==> config.mk <==
export PLATFORM = sky130hd
export DESIGN_NAME = multiset_unrank_flat
export DESIGN_NICKNAME = d
export VERILOG_FILES = /design/src/hdl/mu_pkg.sv /design/src/hdl/mu_rank_if.sv /design/src/hdl/mu_res_if.sv /design/src/hdl/multiset_unrank.sv /design/src/hdl/mu_binom.sv /design/src/hdl/mu_datapath.sv /design/src/hdl/mu_ctrl.sv /design/src/flat_wrapper.sv
export SDC_FILE = /design/constraint.sdc
export NUM_CORES = 2
export LEC_CHECK = 0
export ABC_AREA = 1
export BUFFER_PORTS_ARGS = -buffer_cell sky130_fd_sc_hd__buf_4
export CAP_MARGIN = 20
export CORE_MARGIN = 4
export CORE_UTILIZATION = 44
export DETAILED_ROUTE_END_ITERATION = 10
export PLACE_DENSITY = 0.63
export SLEW_MARGIN = 20
export SYNTH_ARGS = -nofsm -noshare
export SYNTH_HDL_FRONTEND = slang
export SYNTH_SLANG_ARGS = --single-unit
==> constraint.sdc <==
create_clock -name i_clk -period 21.7 [get_ports i_clk]
set_input_delay 4.34 -clock i_clk [delete_from_list [all_inputs] [get_ports i_clk]]
set_output_delay 4.34 -clock i_clk [all_outputs]
set_load 0.02 [all_outputs]
==> src/hdl/mu_pkg.sv <==
// shared constants and control/status types for the multiset unranker
// no dependencies
`timescale 1ns / 1ps

package mu_pkg;

    localparam int RANK_W  = 64;
    localparam int LEN_W   = 5;
    localparam int DIG_W   = 8;
    localparam int DIV_CYC = RANK_W / DIG_W;

    // register indexes of the configuration port
    localparam logic REG_SEQ_LEN     = 1'b0;
    localparam logic REG_VALUE_COUNT = 1'b1;

    typedef struct packed {
        logic load;
        logic tot_start;
        logic set_oor;
        logic pos_init;
        logic cnt_start;
        logic take;
        logic sub;
        logic val_zero;
        logic val_base;
        logic emit;
        logic next_pos;
    } t_cmd;

    typedef struct packed {
        logic n_zero;
        logic binom_done;
        logic hit;
        logic off_lt_left;
        logic last_pos;
        logic out_free;
        logic oor;
    } t_sts;

endpackage

==> src/hdl/mu_rank_if.sv <==
// request channel carrying one rank
// depends on mu_pkg
`timescale 1ns / 1ps

interface mu_rank_if;
    logic                        valid;
    logic                        ready;
    logic [mu_pkg::RANK_W-1:0]   rank;

    modport source (output valid, output rank, input ready);
    modport sink   (input valid, input rank, output ready);
endinterface

==> src/hdl/mu_res_if.sv <==
// result channel carrying one sequence element
// no dependencies
`timescale 1ns / 1ps

interface mu_res_if #(
    parameter int VALUE_BITS = 16
);
    logic                  valid;
    logic                  ready;
    logic [VALUE_BITS-1:0] value;
    logic                  last;
    logic                  out_of_range;

    modport source (output valid, output value, output last, output out_of_range, input ready);
    modport sink   (input valid, input value, input last, input out_of_range, output ready);
endinterface

==> src/hdl/multiset_unrank.sv <==
// top level of the multiset combination unranker: config registers, controller, datapath
// depends on mu_pkg, mu_rank_if, mu_res_if, mu_ctrl, mu_datapath
//
// channel      dir  handshake      payload
// i_rank_ch    in   valid/ready    rank (64)
// o_res_ch     out  valid/ready    value, last, out_of_range
// apb          in   psel/penable   paddr, pwdata -> prdata
//
// a rank is accepted and dropped when seq_len is 0, otherwise a binomial for the total,
//   then per position one binomial per try (none when out of range), where a binomial
//   takes t = min(k, n-k) multiply/divide rounds in the shared binomial unit
//   (split multiply, low half then high half, then exact divide)
// synchronous active-low reset, no clearing pass; the result register holds while
// o_res_ch.ready is low and the controller waits in its emit state
`timescale 1ns / 1ps

module multiset_unrank #(
    parameter int MAX_LEN    = 16,
    parameter int VALUE_BITS = 16
) (
    input  logic        i_clk,
    input  logic        i_rst_n,
    mu_rank_if.sink     i_rank_ch,
    mu_res_if.source    o_res_ch,
    input  logic        psel,
    input  logic        penable,
    input  logic        pwrite,
    input  logic [2:0]  paddr,
    input  logic [31:0] pwdata,
    output logic [31:0] prdata,
    output logic        pready
);

    localparam int LW   = mu_pkg::LEN_W;
    // room for seq_len plus value_count in binomial arguments
    localparam int NW   = VALUE_BITS + 6;
    localparam int MAXC = (MAX_LEN > 31) ? 31 : MAX_LEN;

    logic [LW-1:0]         r_seq_len;
    logic [VALUE_BITS-1:0] r_value_count;
    logic [LW-1:0]         w_n;
    logic                  w_wr;
    mu_pkg::t_cmd          w_cmd;
    mu_pkg::t_sts          w_sts;

    // apb write in the access phase, no wait states
    assign pready = 1'b1;
    assign w_wr   = psel && penable && pwrite;

    always_ff @(posedge i_clk) begin
        if (!i_rst_n) begin
            r_seq_len     <= LW'(1);
            r_value_count <= VALUE_BITS'(1);
        end else if (w_wr) begin
            case (paddr[2])
                mu_pkg::REG_SEQ_LEN:     r_seq_len     <= pwdata[LW-1:0];
                mu_pkg::REG_VALUE_COUNT: r_value_count <= pwdata[VALUE_BITS-1:0];
                default: ;
            endcase
        end
    end

    always_comb begin
        case (paddr[2])
            mu_pkg::REG_SEQ_LEN:     prdata = 32'(r_seq_len);
            mu_pkg::REG_VALUE_COUNT: prdata = 32'(r_value_count);
            default:                 prdata = '0;
        endcase
    end

    // lengths beyond the build limit are clamped
    assign w_n = (r_seq_len > LW'(MAXC)) ? LW'(MAXC) : r_seq_len;

    mu_ctrl u_ctrl (
        .i_clk      (i_clk),
        .i_rst_n    (i_rst_n),
        .i_in_valid (i_rank_ch.valid),
        .o_in_ready (i_rank_ch.ready),
        .i_sts      (w_sts),
        .o_cmd      (w_cmd)
    );

    mu_datapath #(
        .VALUE_BITS (VALUE_BITS),
        .NW         (NW)
    ) u_dp (
        .i_clk       (i_clk),
        .i_rst_n     (i_rst_n),
        .i_cmd       (w_cmd),
        .i_n         (w_n),
        .i_m         (r_value_count),
        .i_rank      (i_rank_ch.rank),
        .i_out_ready (o_res_ch.ready),
        .o_sts       (w_sts),
        .o_out_valid (o_res_ch.valid),
        .o_value     (o_res_ch.value),
        .o_last      (o_res_ch.last),
        .o_oor       (o_res_ch.out_of_range)
    );

endmodule

==> src/hdl/mu_binom.sv <==
// binomial coefficient unit with an overflow flag: split multiply, then exact divide 8 bits a cycle
// depends on mu_pkg
`timescale 1ns / 1ps

module mu_binom #(
    parameter int NW = 22
) (
    input  logic                        i_clk,
    input  logic                        i_rst_n,
    input  logic                        i_start,
    input  logic [NW-1:0]               i_n,
    input  logic [mu_pkg::LEN_W-1:0]    i_t,
    output logic                        o_done,
    output logic [mu_pkg::RANK_W-1:0]   o_count,
    output logic                        o_big
);

    localparam int RW = mu_pkg::RANK_W;
    localparam int LW = mu_pkg::LEN_W;
    localparam int DW = mu_pkg::DIG_W;
    localparam int PW = RW + NW;
    localparam int IW = LW + 1;
    localparam int HW = RW / 2;
    localparam int MW = HW + NW;
    localparam int CW = $clog2(mu_pkg::DIV_CYC);

    localparam logic [2:0] B_IDLE = 3'd0;
    localparam logic [2:0] B_CHK  = 3'd1;
    localparam logic [2:0] B_MHI  = 3'd2;
    localparam logic [2:0] B_OVF  = 3'd3;
    localparam logic [2:0] B_DIV  = 3'd4;

    logic [2:0]    r_state;
    logic [NW-1:0] r_n;
    logic [LW-1:0] r_tt;
    logic [IW-1:0] r_i;
    logic [RW-1:0] r_c;
    logic [PW-1:0] r_p;
    logic [LW-1:0] r_rem;
    logic [CW-1:0] r_cnt;
    logic          r_big;
    logic          r_done;

    logic          w_t_gt;
    logic [NW-1:0] w_nt;
    logic [LW-1:0] w_tsel;
    logic [NW-1:0] w_x;
    logic [HW-1:0] w_mop;
    logic [MW-1:0] w_pp;
    logic [NW-1:0] w_hi;
    logic [LW-1:0] w_rem;
    logic [DW-1:0] w_q;
    logic [LW:0]   w_d;

    assign w_t_gt = NW'(i_t) > i_n;
    assign w_nt   = i_n - NW'(i_t);
    // use the smaller of t and n-t
    assign w_tsel = (NW'(i_t) > w_nt) ? w_nt[LW-1:0] : i_t;
    assign w_x    = r_n - NW'(r_tt) + NW'(r_i);
    // low half of the running count first, high half the cycle after
    assign w_mop  = (r_state == B_CHK) ? r_c[HW-1:0] : r_c[RW-1:HW];
    assign w_pp   = MW'(w_mop) * MW'(w_x);
    assign w_hi   = r_p[PW-1:RW];

    // one quotient byte, msb first
    always_comb begin
        w_rem = r_rem;
        w_q   = '0;
        w_d   = '0;
        for (int k = 0; k < DW; k++) begin
            w_d = {w_rem, r_p[RW-1-k]};
            if (w_d >= r_i) begin
                w_d          = w_d - r_i;
                w_q[DW-1-k]  = 1'b1;
            end
            w_rem = w_d[LW-1:0];
        end
    end

    always_ff @(posedge i_clk) begin
        if (!i_rst_n) begin
            r_state <= B_IDLE;
            r_done  <= 1'b0;
        end else begin
            r_done <= 1'b0;
            case (r_state)
                B_IDLE: begin
                    if (i_start) begin
                        r_n     <= i_n;
                        r_c     <= w_t_gt ? '0 : RW'(1);
                        r_tt    <= w_t_gt ? '0 : w_tsel;
                        r_i     <= IW'(1);
                        r_big   <= 1'b0;
                        r_state <= B_CHK;
                    end
                end
                B_CHK: begin
                    if (r_i > IW'(r_tt)) begin
                        r_done  <= 1'b1;
                        r_state <= B_IDLE;
                    end else begin
                        r_p     <= PW'(w_pp);
                        r_state <= B_MHI;
                    end
                end
                B_MHI: begin
                    r_p     <= r_p + (PW'(w_pp) << HW);
                    r_state <= B_OVF;
                end
                B_OVF: begin
                    // quotient of 2^64 or more
                    if (w_hi >= NW'(r_i)) begin
                        r_big   <= 1'b1;
                        r_done  <= 1'b1;
                        r_state <= B_IDLE;
                    end else begin
                        r_rem   <= w_hi[LW-1:0];
                        r_cnt   <= '0;
                        r_state <= B_DIV;
                    end
                end
                B_DIV: begin
                    r_rem <= w_rem;
                    r_c   <= {r_c[RW-DW-1:0], w_q};
                    r_p   <= r_p << DW;
                    r_cnt <= r_cnt + CW'(1);
                    if (r_cnt == CW'(mu_pkg::DIV_CYC - 1)) begin
                        r_i     <= r_i + IW'(1);
                        r_state <= B_CHK;
                    end
                end
                default: r_state <= B_IDLE;
            endcase
        end
    end

    assign o_done  = r_done;
    assign o_count = r_c;
    assign o_big   = r_big;

endmodule

==> src/hdl/mu_datapath.sv <==
// datapath: rank, base, offset and position registers, binomial unit, result register
// depends on mu_pkg, mu_binom
`timescale 1ns / 1ps

module mu_datapath #(
    parameter int VALUE_BITS = 16,
    parameter int NW         = 22
) (
    input  logic                        i_clk,
    input  logic                        i_rst_n,
    input  mu_pkg::t_cmd                i_cmd,
    input  logic [mu_pkg::LEN_W-1:0]    i_n,
    input  logic [VALUE_BITS-1:0]       i_m,
    input  logic [mu_pkg::RANK_W-1:0]   i_rank,
    input  logic                        i_out_ready,
    output mu_pkg::t_sts                o_sts,
    output logic                        o_out_valid,
    output logic [VALUE_BITS-1:0]       o_value,
    output logic                        o_last,
    output logic                        o_oor
);

    localparam int RW = mu_pkg::RANK_W;
    localparam int LW = mu_pkg::LEN_W;
    localparam int VB = VALUE_BITS;

    logic [RW-1:0] r_rank;
    logic [VB-1:0] r_base;
    logic [VB-1:0] r_left;
    logic [VB-1:0] r_off;
    logic [LW-1:0] r_pos;
    logic          r_oor;
    logic [VB-1:0] r_val;
    logic          r_ov;
    logic [VB-1:0] r_out_value;
    logic          r_out_last;
    logic          r_out_oor;

    logic [LW-1:0] w_rest;
    logic [VB-1:0] w_avail;
    logic [NW-1:0] w_bn;
    logic [LW-1:0] w_bt;
    logic          w_done;
    logic [RW-1:0] w_count;
    logic          w_big;
    logic          w_last_pos;

    assign w_rest  = i_n - r_pos - LW'(1);
    assign w_avail = r_left - r_off;
    assign w_bn    = i_cmd.tot_start ? (NW'(i_n) + NW'(i_m) - NW'(1))
                                     : (NW'(w_rest) + NW'(w_avail) - NW'(1));
    assign w_bt    = i_cmd.tot_start ? i_n : w_rest;

    mu_binom #(.NW(NW)) u_binom (
        .i_clk   (i_clk),
        .i_rst_n (i_rst_n),
        .i_start (i_cmd.tot_start | i_cmd.cnt_start),
        .i_n     (w_bn),
        .i_t     (w_bt),
        .o_done  (w_done),
        .o_count (w_count),
        .o_big   (w_big)
    );

    assign w_last_pos = (r_pos == i_n - LW'(1));

    always_ff @(posedge i_clk) begin
        if (i_cmd.load) begin
            r_rank <= i_rank;
            r_base <= '0;
            r_left <= i_m;
            r_pos  <= '0;
            r_oor  <= 1'b0;
        end
        if (i_cmd.set_oor) begin
            r_oor <= !w_big && (r_rank >= w_count);
        end
        if (i_cmd.pos_init) begin
            r_off <= '0;
        end
        if (i_cmd.take) begin
            r_val  <= r_base + r_off;
            r_base <= r_base + r_off;
            r_left <= r_left - r_off;
        end
        if (i_cmd.sub) begin
            r_rank <= r_rank - w_count;
            r_off  <= r_off + VB'(1);
        end
        if (i_cmd.val_zero) begin
            r_val <= '0;
        end
        if (i_cmd.val_base) begin
            r_val <= r_base;
        end
        if (i_cmd.next_pos) begin
            r_pos <= r_pos + LW'(1);
        end
        if (i_cmd.emit) begin
            r_out_value <= r_val;
            r_out_last  <= w_last_pos;
            r_out_oor   <= r_oor;
        end
    end

    always_ff @(posedge i_clk) begin
        if (!i_rst_n) begin
            r_ov <= 1'b0;
        end else if (i_cmd.emit) begin
            r_ov <= 1'b1;
        end else if (i_out_ready) begin
            r_ov <= 1'b0;
        end
    end

    assign o_sts.n_zero      = (i_n == '0);
    assign o_sts.binom_done  = w_done;
    assign o_sts.hit         = w_big || (w_count > r_rank);
    assign o_sts.off_lt_left = (r_off < r_left);
    assign o_sts.last_pos    = w_last_pos;
    assign o_sts.out_free    = !r_ov || i_out_ready;
    assign o_sts.oor         = r_oor;

    assign o_out_valid = r_ov;
    assign o_value     = r_out_value;
    assign o_last      = r_out_last;
    assign o_oor       = r_out_oor;

endmodule

==> src/hdl/mu_ctrl.sv <==
// controller: walks positions and offsets, issues datapath commands
// depends on mu_pkg
`timescale 1ns / 1ps

module mu_ctrl (
    input  logic          i_clk,
    input  logic          i_rst_n,
    input  logic          i_in_valid,
    output logic          o_in_ready,
    input  mu_pkg::t_sts  i_sts,
    output mu_pkg::t_cmd  o_cmd
);

    localparam logic [2:0] S_IDLE = 3'd0;
    localparam logic [2:0] S_TOT  = 3'd1;
    localparam logic [2:0] S_POS  = 3'd2;
    localparam logic [2:0] S_TRY  = 3'd3;
    localparam logic [2:0] S_CNT  = 3'd4;
    localparam logic [2:0] S_EMIT = 3'd5;

    logic [2:0] r_state;
    logic [2:0] n_state;

    always_comb begin
        n_state    = r_state;
        o_cmd      = '0;
        o_in_ready = 1'b0;
        case (r_state)
            S_IDLE: begin
                o_in_ready = 1'b1;
                if (i_in_valid && !i_sts.n_zero) begin
                    o_cmd.load      = 1'b1;
                    o_cmd.tot_start = 1'b1;
                    n_state         = S_TOT;
                end
            end
            S_TOT: begin
                if (i_sts.binom_done) begin
                    o_cmd.set_oor = 1'b1;
                    n_state       = S_POS;
                end
            end
            S_POS: begin
                if (i_sts.oor) begin
                    o_cmd.val_zero = 1'b1;
                    n_state        = S_EMIT;
                end else begin
                    o_cmd.pos_init = 1'b1;
                    n_state        = S_TRY;
                end
            end
            S_TRY: begin
                if (i_sts.off_lt_left) begin
                    o_cmd.cnt_start = 1'b1;
                    n_state         = S_CNT;
                end else begin
                    o_cmd.val_base = 1'b1;
                    n_state        = S_EMIT;
                end
            end
            S_CNT: begin
                if (i_sts.binom_done) begin
                    if (i_sts.hit) begin
                        o_cmd.take = 1'b1;
                        n_state    = S_EMIT;
                    end else begin
                        o_cmd.sub = 1'b1;
                        n_state   = S_TRY;
                    end
                end
            end
            S_EMIT: begin
                if (i_sts.out_free) begin
                    o_cmd.emit = 1'b1;
                    if (i_sts.last_pos) begin
                        n_state = S_IDLE;
                    end else begin
                        o_cmd.next_pos = 1'b1;
                        n_state        = S_POS;
                    end
                end
            end
            default: n_state = S_IDLE;
        endcase
    end

    always_ff @(posedge i_clk) begin
        if (!i_rst_n) begin
            r_state <= S_IDLE;
        end else begin
            r_state <= n_state;
        end
    end

endmodule

==> src/flat_wrapper.sv <==
// flat-port wrapper written by rule: the top's interface ports become plain ports
module multiset_unrank_flat 
#(
    parameter int MAX_LEN    = 16,
    parameter int VALUE_BITS = 16
)
  (i_clk, i_rst_n, psel, penable, pwrite, paddr, pwdata, prdata, pready, i_rank_ch_valid, i_rank_ch_rank, i_rank_ch_ready, o_res_ch_valid, o_res_ch_value, o_res_ch_last, o_res_ch_out_of_range, o_res_ch_ready);
  mu_rank_if i_rank_ch_i ();
  mu_res_if #(.VALUE_BITS(VALUE_BITS)) o_res_ch_i ();
  input  logic i_clk;
  input  logic i_rst_n;
  input  logic psel;
  input  logic penable;
  input  logic pwrite;
  input  logic [2:0] paddr;
  input  logic [31:0] pwdata;
  output logic [31:0] prdata;
  output logic pready;
  input wire logic [$bits(i_rank_ch_i.valid)-1:0] i_rank_ch_valid;
  input wire logic [$bits(i_rank_ch_i.rank)-1:0] i_rank_ch_rank;
  output wire logic [$bits(i_rank_ch_i.ready)-1:0] i_rank_ch_ready;
  output wire logic [$bits(o_res_ch_i.valid)-1:0] o_res_ch_valid;
  output wire logic [$bits(o_res_ch_i.value)-1:0] o_res_ch_value;
  output wire logic [$bits(o_res_ch_i.last)-1:0] o_res_ch_last;
  output wire logic [$bits(o_res_ch_i.out_of_range)-1:0] o_res_ch_out_of_range;
  input wire logic [$bits(o_res_ch_i.ready)-1:0] o_res_ch_ready;
  assign i_rank_ch_i.valid = i_rank_ch_valid;
  assign i_rank_ch_i.rank = i_rank_ch_rank;
  assign i_rank_ch_ready = i_rank_ch_i.ready;
  assign o_res_ch_valid = o_res_ch_i.valid;
  assign o_res_ch_value = o_res_ch_i.value;
  assign o_res_ch_last = o_res_ch_i.last;
  assign o_res_ch_out_of_range = o_res_ch_i.out_of_range;
  assign o_res_ch_i.ready = o_res_ch_ready;
  multiset_unrank #(.MAX_LEN(MAX_LEN), .VALUE_BITS(VALUE_BITS)) u_core (.i_clk(i_clk), .i_rst_n(i_rst_n), .i_rank_ch(i_rank_ch_i), .o_res_ch(o_res_ch_i), .psel(psel), .penable(penable), .pwrite(pwrite), .paddr(paddr), .pwdata(pwdata), .prdata(prdata), .pready(pready));
endmodule
==> results.tsv <==
metric	value	unit
wl	163	mm
crit_family	compound AO/OA/AOI/OAI gates	
synthArstFlopShare	0	
io_pins	159	
fin_util	0.482	
worstPathBufferInverterCount	12	
die_area	126000	um2
layout_min_cycle_time	13.74	ns
yosys_warnings	0	
clock-root-buffer	clkbuf_16	
syn-mean-instance-area	7.80	um2
max_stage_delay	0.76	ns
initial_core_util	0.445	
setup_tns	0	ns
hold_viol	0	
clock_sinks	369	
viasPerCell	5.37	
setup_violations	0	
gp_congestion	0.965	
critPathLaunchType	register	
syn-instance-count	6767	
layout-drive-gt1-share	0.0514	
critPathArrivalTime	14.11	ns
post_cts_buffers	0	
antenna_left	0	
core	119000	um2
grt_pass1_vias	45200	
row_count	126	
synth_cell_type_count	70	
ys.flop_type	edfxtp_1	
outcome	complete, no violations	
cpMaxStageDelayCell	edfxtp_1	
multiInputGateArea	36000	um2
cts_tree	built	
clock_latency	0.65	ns
fillers	11800	
dp_hpwl	133	mm
cpMostUsedCell	nand2_1	
syn_area	52800	um2
seq_area	10800	um2
rsz0062_at_grt	no	
ys_ff_latch	369	
max_slew_margin	0.220	
wl_per_cell	19.3	um
ctsHoldBuffers	0	
finalCritPeriodShare	0.633	
finalNetCount	8007	
critPathKind	register to register	
gr-total-overflow	0	
clock_skew	0.0456	ns
critPathCaptureType	register	
grt_usage	0.258	
pre_cts_ws	8.15	ns
ys_seq_area_frac	0.204	
clk_pin_slew_worst_paths	0.06	ns
fmaxAchievable	72.8	MHz
required	22.07	ns
worst_slack	7.96	ns
synth_edf_count	340	
cts_inserted_buffers	48	
vias	45400	
port_buffers	123	
fp.dieH	354	um
antenna_found_initial	0	
layout_common_cells	1,492 x nand2_1, 1,344 x inv_1, 618 x fa_1	
post_cts_resized	0	
area_growth_syn_to_layout	8.24	%
drt_iter0_markers	3765	
tightest_slew	1.17	ns
htree_levels	2	
clk_path_buf_depth	3	
hold_path_class	register to register	
grt_pass1_wl	254	mm
fp.dieW	354	um
drv_cap	0	
drc	0	
critPathMaxFanout	13	
drtPass1Iterations	8	
final_common_cell	nand2_1	
antenna_cells	0	
maxSlewViolCount	0	
grt_max_degree	72	
==> synth_stat cells (5+ instances only) <==
cell	n	area [um2]
nand2_1	1495	5610
inv_1	1345	5050
fa_1	618	12400
nor2_1	579	2170
ha_1	460	5760
a21oi_1	378	1890
o21ai_0	372	1860
edfxtp_1	340	10200
nand3_1	280	1400
clkbuf_1	144	541
xor2_1	108	946
xnor2_1	80	701
a31oi_1	54	338
nor3_1	49	245
a21o_1	40	300
nand4_1	33	206
clkinv_1	29	109
dfxtp_1	29	581
o21ai_1	28	140
or2_2	26	163
a22o_1	24	210
o21bai_1	24	180
o211ai_1	22	165
buf_4	21	158
o21a_1	17	128
inv_2	14	52.6
a21boi_0	13	97.6
nor4_1	13	81.3
buf_2	12	60.1
a211oi_1	10	75.1
a221oi_1	10	87.6
nand3b_1	9	67.6
buf_1	7	26.3
o22ai_1	7	43.8
buf_6	5	56.3
==> layer usage <==
layer | wire [um] | GRT usage
met1 | 70100 | 0.349
met2 | 76500 | 0.432
met3 | 11800 | 0.0353
met4 | 5050 | 0.0741
met5 | 0 | 0
==> logic make-up after synthesis <==
group / after synthesis / synth area share
buffers and inverters: 1579 / 0.115
flip-flops: 369 / 0.204
AND/OR/NAND/NOR: 2523 / 0.196
adder cells (fa/ha/maj): 1078 / 0.343
XOR/XNOR: 189 / 0.0315
other: 2 / 0.000142
AO/OA/AOI/OAI: 1026 / 0.109
multiplexers: 1 / 0.000190
==> metrics by stage <==
| step | area (um2) | instances | hold slack [ns] |
|---|---|---|---|
| floorplan | 52800 | 6782 | 0.400 |
| global placement | 55400 | 8370 | 0.404 |
| detailed placement | 55400 | 8371 | 0.406 |
| CTS | 57100 | 8460 | 0.420 |
| global route | 57100 | 8462 | 0.424 |
| finish | 57100 | 8462 | 0.418 |
==> area by class of cell <==
cell class                 count  share of cell area
tap                         1600              0.0350
sequential                   369               0.189
timing repair buffer         181              0.0242
clock buffer                  54              0.0214
multi-input combinational   4834               0.631
inverter                    1389              0.0914
clock inverter                35             0.00813
==> registers in the layout, summed over array words and instances (netlist names), 5 cells and up <==
name	flops
u_core.u_dp.u_binom.r_p	86
u_core.u_dp.r_rank	64
u_core.u_dp.u_binom.o_count	64
u_core.u_dp.u_binom.r_n	18
u_core.r_value_count	16
u_core.u_dp.o_value	16
u_core.u_dp.r_base	16
u_core.u_dp.r_left	16
u_core.u_dp.r_off	16
u_core.u_dp.r_val	16
u_core.u_dp.u_binom.r_i	6
u_core.r_seq_len	5
u_core.u_dp.r_pos	5
u_core.u_dp.u_binom.r_rem	5
u_core.u_dp.u_binom.r_tt	5
==> path summary, 6_finish.rpt <==
check / to / cells past startpoint / slack [ns] / startpoint
setup / recovery: u_core.u_dp.u_binom.r_rem[4] / 63 / 7.96 / u_core.u_dp.u_binom.r_i[1]
hold / removal: u_core.u_dp.o_value[7] / 0 / 0.42 / u_core.u_dp.r_val[7]
setup reg to reg: u_core.u_dp.u_binom.r_rem[4] / 63 / 7.96 / u_core.u_dp.u_binom.r_i[1]
hold reg to reg: u_core.u_dp.o_value[7] / 0 / 0.42 / u_core.u_dp.r_val[7]
Power is not shown: default switching activity piles up to over one toggle a cycle in this logic, so the estimate is an artifact.
